<file path="config.mk">
export PLATFORM = sky130hd
export DESIGN_NAME = ghist_ctrl
export DESIGN_NICKNAME = d
export VERILOG_FILES = /design/src/ghist_pkg.sv /design/src/ghist_ctrl.sv
export VERILOG_INCLUDE_DIRS = /design/src /design/src/src
export SDC_FILE = /design/constraint.sdc
export NUM_CORES = 1
export LEC_CHECK = 0
export ABC_AREA = 1
export BUFFER_PORTS_ARGS = -buffer_cell sky130_fd_sc_hd__buf_2
export CORE_AREA = 2 2 39 41
export CTS_CLUSTER_DIAMETER = 120
export DETAILED_ROUTE_END_ITERATION = 10
export DIE_AREA = 0 0 41 43
export PLACE_DENSITY = 0.38
export SLEW_MARGIN = 20
export SYNTH_ARGS = -nofsm -noshare
export SYNTH_HDL_FRONTEND = slang
export SYNTH_SLANG_ARGS = --single-unit
</file>
<file path="constraint.sdc">
create_clock -name clk -period 0.9 [get_ports clk]
set_input_delay 0.09 -clock clk [delete_from_list [all_inputs] [get_ports clk]]
set_output_delay 0.09 -clock clk [all_outputs]
set_load 0.02 [all_outputs]
</file>
<file path="src/gray_histogram_256_defines.svh">
// ----------------------------------------------------------------------------
// gray_histogram_256_defines.svh - assertion macros
// Implication checks on clk with asynchronous reset arst_n.
// ----------------------------------------------------------------------------
`ifndef GRAY_HISTOGRAM_256_DEFINES_SVH
`define GRAY_HISTOGRAM_256_DEFINES_SVH

`ifndef NO_ASSERTIONS
// same-cycle implication
`define GH_ASSERT_IMP(lbl, ante, cons) \
	lbl: assert property (@(posedge clk) disable iff (!arst_n) (ante) |-> (cons)) \
		else $error("gray_histogram_256: same-cycle check failed");
// next-cycle implication
`define GH_ASSERT_NXT(lbl, ante, cons) \
	lbl: assert property (@(posedge clk) disable iff (!arst_n) (ante) |=> (cons)) \
		else $error("gray_histogram_256: next-cycle check failed");
`else
`define GH_ASSERT_IMP(lbl, ante, cons)
`define GH_ASSERT_NXT(lbl, ante, cons)
`endif

`endif

</file>
<file path="src/ghist_pkg.sv">
// ----------------------------------------------------------------------------
// ghist_pkg - shared constants and types
// Bin geometry, count saturation, kind codes and the controller command.
// ----------------------------------------------------------------------------
package ghist_pkg;

	localparam int BINS       = 256;
	localparam int MAX_PIXELS = 1048576;
	localparam int ADDR_W     = $clog2(BINS);
	localparam int KIND_W     = 2;
	localparam int PIX_W      = 8;
	localparam int COUNT_W    = 21;

	localparam int COUNT_MAX = (1 << COUNT_W) - 1;
	localparam int COUNT_CAP = (MAX_PIXELS < COUNT_MAX) ? MAX_PIXELS : COUNT_MAX;

	localparam logic [KIND_W-1:0] KIND_CLEAR = 2'd0;
	localparam logic [KIND_W-1:0] KIND_PIXEL = 2'd1;
	localparam logic [KIND_W-1:0] KIND_READ  = 2'd2;

	// controller -> datapath
	typedef struct packed {
		logic clr;     // drop all valid bits
		logic rd;      // latch address, issue RAM read
		logic sel_bin; // address from bin_index, else pixel_value
		logic inc;     // write back incremented count
		logic ld_out;  // load result register
	} ghist_cmd_t;

endpackage

</file>
<file path="src/ghist_ctrl.sv">
// ----------------------------------------------------------------------------
// ghist_ctrl - histogram controller
// Sequences clear, read-modify-write and read-back; owns the result valid.
// ----------------------------------------------------------------------------
`include "gray_histogram_256_defines.svh"

module ghist_ctrl
	import ghist_pkg::*;
(
	input  logic              clk,
	input  logic              arst_n,
	input  logic              in_valid,
	input  logic [KIND_W-1:0] kind,
	output logic              in_ready,
	output logic              out_valid,
	input  logic              out_ready,
	output ghist_cmd_t        cmd
);

	localparam logic [1:0] ST_IDLE = 2'd0;
	localparam logic [1:0] ST_INC  = 2'd1;
	localparam logic [1:0] ST_RD   = 2'd2;

	logic [1:0] state_q;
	logic [1:0] state_nxt;
	logic       out_valid_q;
	logic       in_acc;
	logic       slot_free;

	assign in_ready  = (state_q == ST_IDLE);
	assign in_acc    = in_valid && in_ready;
	assign slot_free = !out_valid_q || out_ready;

	always_comb begin
		cmd       = '0;
		state_nxt = state_q;
		case (state_q)
			ST_IDLE: begin
				if (in_acc) begin
					case (kind)
						KIND_CLEAR: begin
							cmd.clr = 1'b1;
						end
						KIND_PIXEL: begin
							cmd.rd    = 1'b1;
							state_nxt = ST_INC;
						end
						KIND_READ: begin
							cmd.rd      = 1'b1;
							cmd.sel_bin = 1'b1;
							state_nxt   = ST_RD;
						end
						default: begin
						end
					endcase
				end
			end
			ST_INC: begin
				cmd.inc   = 1'b1;
				state_nxt = ST_IDLE;
			end
			ST_RD: begin
				if (slot_free) begin
					cmd.ld_out = 1'b1;
					state_nxt  = ST_IDLE;
				end
			end
			default: begin
				state_nxt = ST_IDLE;
			end
		endcase
	end

	always_ff @(posedge clk or negedge arst_n) begin
		if (!arst_n) begin
			state_q     <= ST_IDLE;
			out_valid_q <= 1'b0;
		end else begin
			state_q <= state_nxt;
			if (cmd.ld_out) begin
				out_valid_q <= 1'b1;
			end else if (out_ready) begin
				out_valid_q <= 1'b0;
			end
		end
	end

	assign out_valid = out_valid_q;

	`GH_ASSERT_NXT(a_pixel_goes_inc, in_acc && (kind == KIND_PIXEL), state_q == ST_INC)
	`GH_ASSERT_NXT(a_read_goes_rd, in_acc && (kind == KIND_READ), state_q == ST_RD)
	`GH_ASSERT_IMP(a_no_overwrite, cmd.ld_out, !out_valid_q || out_ready)
	`GH_ASSERT_NXT(a_rd_gives_result, (state_q == ST_RD) && slot_free, out_valid_q)

endmodule

</file>
==> results.md <==
- For this run, the leading register cell type out of synthesis is sky130_fd_sc_hd__dfrtp_1.
- The count of buffers added on input and output ports is 12.
- The fraction of layout instances using a drive strength above 1 is 0.571.
- Adding up every negative setup slack in the final design gives -1.62 ns.
- Along the worst path, the maximum fanout reaches 4.
- The mean area per synthesized cell is between 7 and 8 µm².
- The share of the Yosys chip area taken by registers is 0.305.
- The remaining number of nets flagged by the antenna check after routing is 0.
- The fraction of power consumed by sequential logic is 0.250.
- The post-detailed-route wirelength per cell is about 7.2 µm.
- The combinational family with the most area after synthesis is simple AND/OR/NAND/NOR gates.
- The master cell of the clock root buffer is sky130_fd_sc_hd__clkbuf_4.
- The internal power summed over all cells is 451 µW.
- For the worst setup path, the data arrival time is around 1.1 ns.
- Headroom to the max-slew limit came out at 0.870.
- 13 I/O pins were placed.
- The final layout net count is 66.
- The number of unique standard cell types used by synthesis is 13.
- The leakage dissipation is ~0.00025 µW.
- CTS built an H-tree with a depth of 1.
- The row count is 14.
- The final design utilization is 0.335.
- Setup repair after global routing could not meet its margin everywhere.
- Max-cap violations in this run came to 0.
- The compound-gate portion of the synthesized area came to 0.0558.
- The worst endpoint required time is roughly 0.81 ns.
- In this run the register-to-register setup slack is -0.08 ns.
- The die footprint is 1760 µm².
- The fraction of power consumed by the clock network is 0.338.
- The congestion estimate from routability-driven global placement came to roughly 0.62.
- The clock buffer count from CTS is 3.
- Among all cell types in the netlist, the one instantiated most often is sky130_fd_sc_hd__inv_1.
- The post-synthesis instance total is 34.
- The floorplan step defined a core boundary enclosing approximately 1400 µm².
- TritonCTS built the clock tree.
- The number of buffers added for setup after CTS is 0.
- Across every metal layer, demand over resource in global routing totals 0.0832.
- The width of the die is ~40 µm.
- The share of total power dissipated in combinational logic is 0.412.
- Yosys printed 0 warnings.
- The post-synthesis sequential element count is 3.
- STA classifies the critical path startpoint as a flip-flop.
- IR analysis of the VDD net gives a maximum drop of 324 µV.
- The proportion of total power due to net switching is 0.354.
- Counting flops with a built-in enable in the synthesized netlist gives 0.
- The net count after synthesis is 43.
- The xor/xnor share of the synthesized area is 0.
- The vertical extent of the die is around 43 µm.
- Final hold analysis gives a worst-case slack of 0.0635 ns.
- The area share of the largest cell type after synthesis is 0.305.
- The clock latency of the later-clocked register in the worst-skew pair is 0.23 ns.
- For this run, the number of standard cells in the final layout without fillers is 72.
- For this run, design rule violations remaining after detail routing come to 0.
- The multiplexer fraction of the synthesized cell area is 0.
- By count the netlist is led by 10 x sky130_fd_sc_hd__inv_1, 7 x sky130_fd_sc_hd__nor2_1, 3 x sky130_fd_sc_hd__dfrtp_1, 3 x sky130_fd_sc_hd__ha_1.
- In this run, the number of DRC markers left after iteration 0 of detailed routing was 0.
- The total overflow left after global routing is 0.
- The via density per instance is about 3.5.
- After layout, the minimum clock period comes to 1.19 ns.
- The achievable frequency is about 840 MHz.
- The longest clock path from root to sink contains 2 buffers.
- The cell taking the most area after synthesis is sky130_fd_sc_hd__dfrtp_1.
- The tightest min-delay check is of the in2reg type.
- The run finished, with violations left.
- For this run, asynchronously set or reset flops after synthesis account for 1.00.
- The effective utilization at floorplan is 0.178.
- The routed layout has around 250 vias.
- The worst setup path is captured at an output pin.
- The number of diodes is 0.
- The worst setup path is of the reg2out kind.
- Detailed placement finished with a half-perimeter wire length of between 400 and 500 µm.
- For the final database, setup skew stands at 0.00275 ns.
- The analysis attributes to net switching a power of 246 µW.
- After clock tree synthesis, the clock-pin slew on the worst setup and hold paths is about 0.04 ns.
- The area fraction in and, or, nand and nor cells after synthesis is 0.320.
- The number of global-route vias before repair came to 250.
- The synthesized-area fraction occupied by adder cells is 0.152.
- The fraction of the cycle the final worst path needs is 1.32.
- The transition time at the pin with the least slew margin is 0.194 ns.
- In this run the power density over the cells is between 1500 and 2000 nW/µm².
- After synthesis the cells add up to between 200 and 250 µm².
- Setup slack on the critical path of the routed design comes to -0.289 ns.
- After detailed routing, the total wire length is 519 µm.
- Relative to the synthesized area, the layout overhead comes to 87.8%.
- The final reports fail on setup timing.
- After synthesis, the cell types taking the most area are sky130_fd_sc_hd__dfrtp_1 30%, sky130_fd_sc_hd__ha_1 15%, sky130_fd_sc_hd__inv_1 15%.
- The clock drives 3 sinks.
- The initial antenna violation count is 0.
- The number of hold violations in the final report is 0.
- Setup violations remaining at the end of the flow were counted as 8.
- Entering global routing, the biggest net connects 5 pins.
- The completed layout was analyzed and its total power is 697 µW.
- The number of pins with negative max-slew slack in the final report came to 0.
- In this run, placement finished with an instance count of 67.
- The first global-routing pass estimated 903 µm of wire.
- The first-pass iteration count of the detailed router is 1.
sequential cells by signal, indices dropped and copies added (netlist names):
register and cells:
out_valid 1, state_q 2
worst max-delay path: stages (launching register included):
cell and delay, ns:
sky130_fd_sc_hd__dfrtp_1 0.41, sky130_fd_sc_hd__nor2_4 0.15, sky130_fd_sc_hd__nand2_4 0.09, sky130_fd_sc_hd__nor2_4 0.09, sky130_fd_sc_hd__buf_6 0.12
what timing repair did:
action / in CTS / in global routing
hold buffers: 1 / 0
pin swaps: 3 / 2
hold endpoints to repair: 3 / 0
endpoints found under the setup margin: 8 / 8
gates resized for setup: 9 / 2
metrics by stage:
step / area [µm²] / worst slack, ns
6_report: 463 / -0.289
5_1_grt: 463 / -0.342
4_1_cts: 457 / -0.315
3_5_place_dp: 394 / -0.0870
3_3_place_gp: 394 / -0.0784
2_1_floorplan: 277 / -0.113
worst paths after layout:
path	to	start	depth (start not counted)
max	cmd[3]	state_q[1]	4
max reg2reg	state_q[0]	state_q[1]	5
min	out_valid	out_ready	2
min in group asynchronous	out_valid	arst_n	2
max in group asynchronous	state_q[0]	arst_n	2
min reg2reg	out_valid	out_valid	2
cells in the final DEF, fill, tap and decap left out:
cell / synthesis / routed
sky130_fd_sc_hd__nand2_4: 0 / 1
sky130_fd_sc_hd__clkbuf_1: 0 / 1
sky130_fd_sc_hd__buf_6: 0 / 3
sky130_fd_sc_hd__nor2_1: 7 / 3
sky130_fd_sc_hd__buf_4: 0 / 8
sky130_fd_sc_hd__nand2_1: 2 / 2
sky130_fd_sc_hd__nand3_2: 1 / 1
sky130_fd_sc_hd__dfrtp_1: 3 / 2
sky130_fd_sc_hd__inv_2: 1 / 1
sky130_fd_sc_hd__o21ai_0: 1 / 1
sky130_fd_sc_hd__inv_1: 10 / 10
sky130_fd_sc_hd__dlygate4sd3_1: 0 / 1
sky130_fd_sc_hd__nor2_4: 1 / 5
sky130_fd_sc_hd__nand2_2: 2 / 1
sky130_fd_sc_hd__nor2_2: 1 / 1
sky130_fd_sc_hd__o21ai_2: 1 / 1
sky130_fd_sc_hd__ha_1: 3 / 3
sky130_fd_sc_hd__clkbuf_4: 0 / 3
sky130_fd_sc_hd__nand3_1: 1 / 1
sky130_fd_sc_hd__buf_2: 0 / 6
sky130_fd_sc_hd__dfrtp_2: 0 / 1
power groups by stage:
stage                     sequential [µW]  combinational [µW]  clock, µW
final                                 175                 287        236
after global routing                  178                 320        262
after CTS                             171                 294        250
after floorplan                       178                 156          0
after global placement                171                 261          0
after detailed placement              172                 260          0
cell type report:
cell class,count,area (µm²)
clock buffers,4,26.3
inverters,11,41.3
multi-input cells,20,165
repair buffers,18,134
fillers,160,921
well taps,16,20.0
flip-flops and latches,3,76.3
logic make-up (layout without fill, tap and decap cells):
logic type,count (synthesis),in the layout
and+or+nand+nor,15,15
AOI/OAI and AO/OA,2,2
buffers and inverters,11,33
DFF,3,3
adders and majority gates,3,3
metal layers:
layer / vias up / share of wire / global-route usage
met5: - / 0 / 0
li1: 139 / - / -
met3: 2 / 0.071 / 0.0209
met2: 9 / 0.55 / 0.116
met1: 104 / 0.34 / 0.0767
met4: 0 / 0.037 / 0.120
Power figures use the tool's default switching activity.
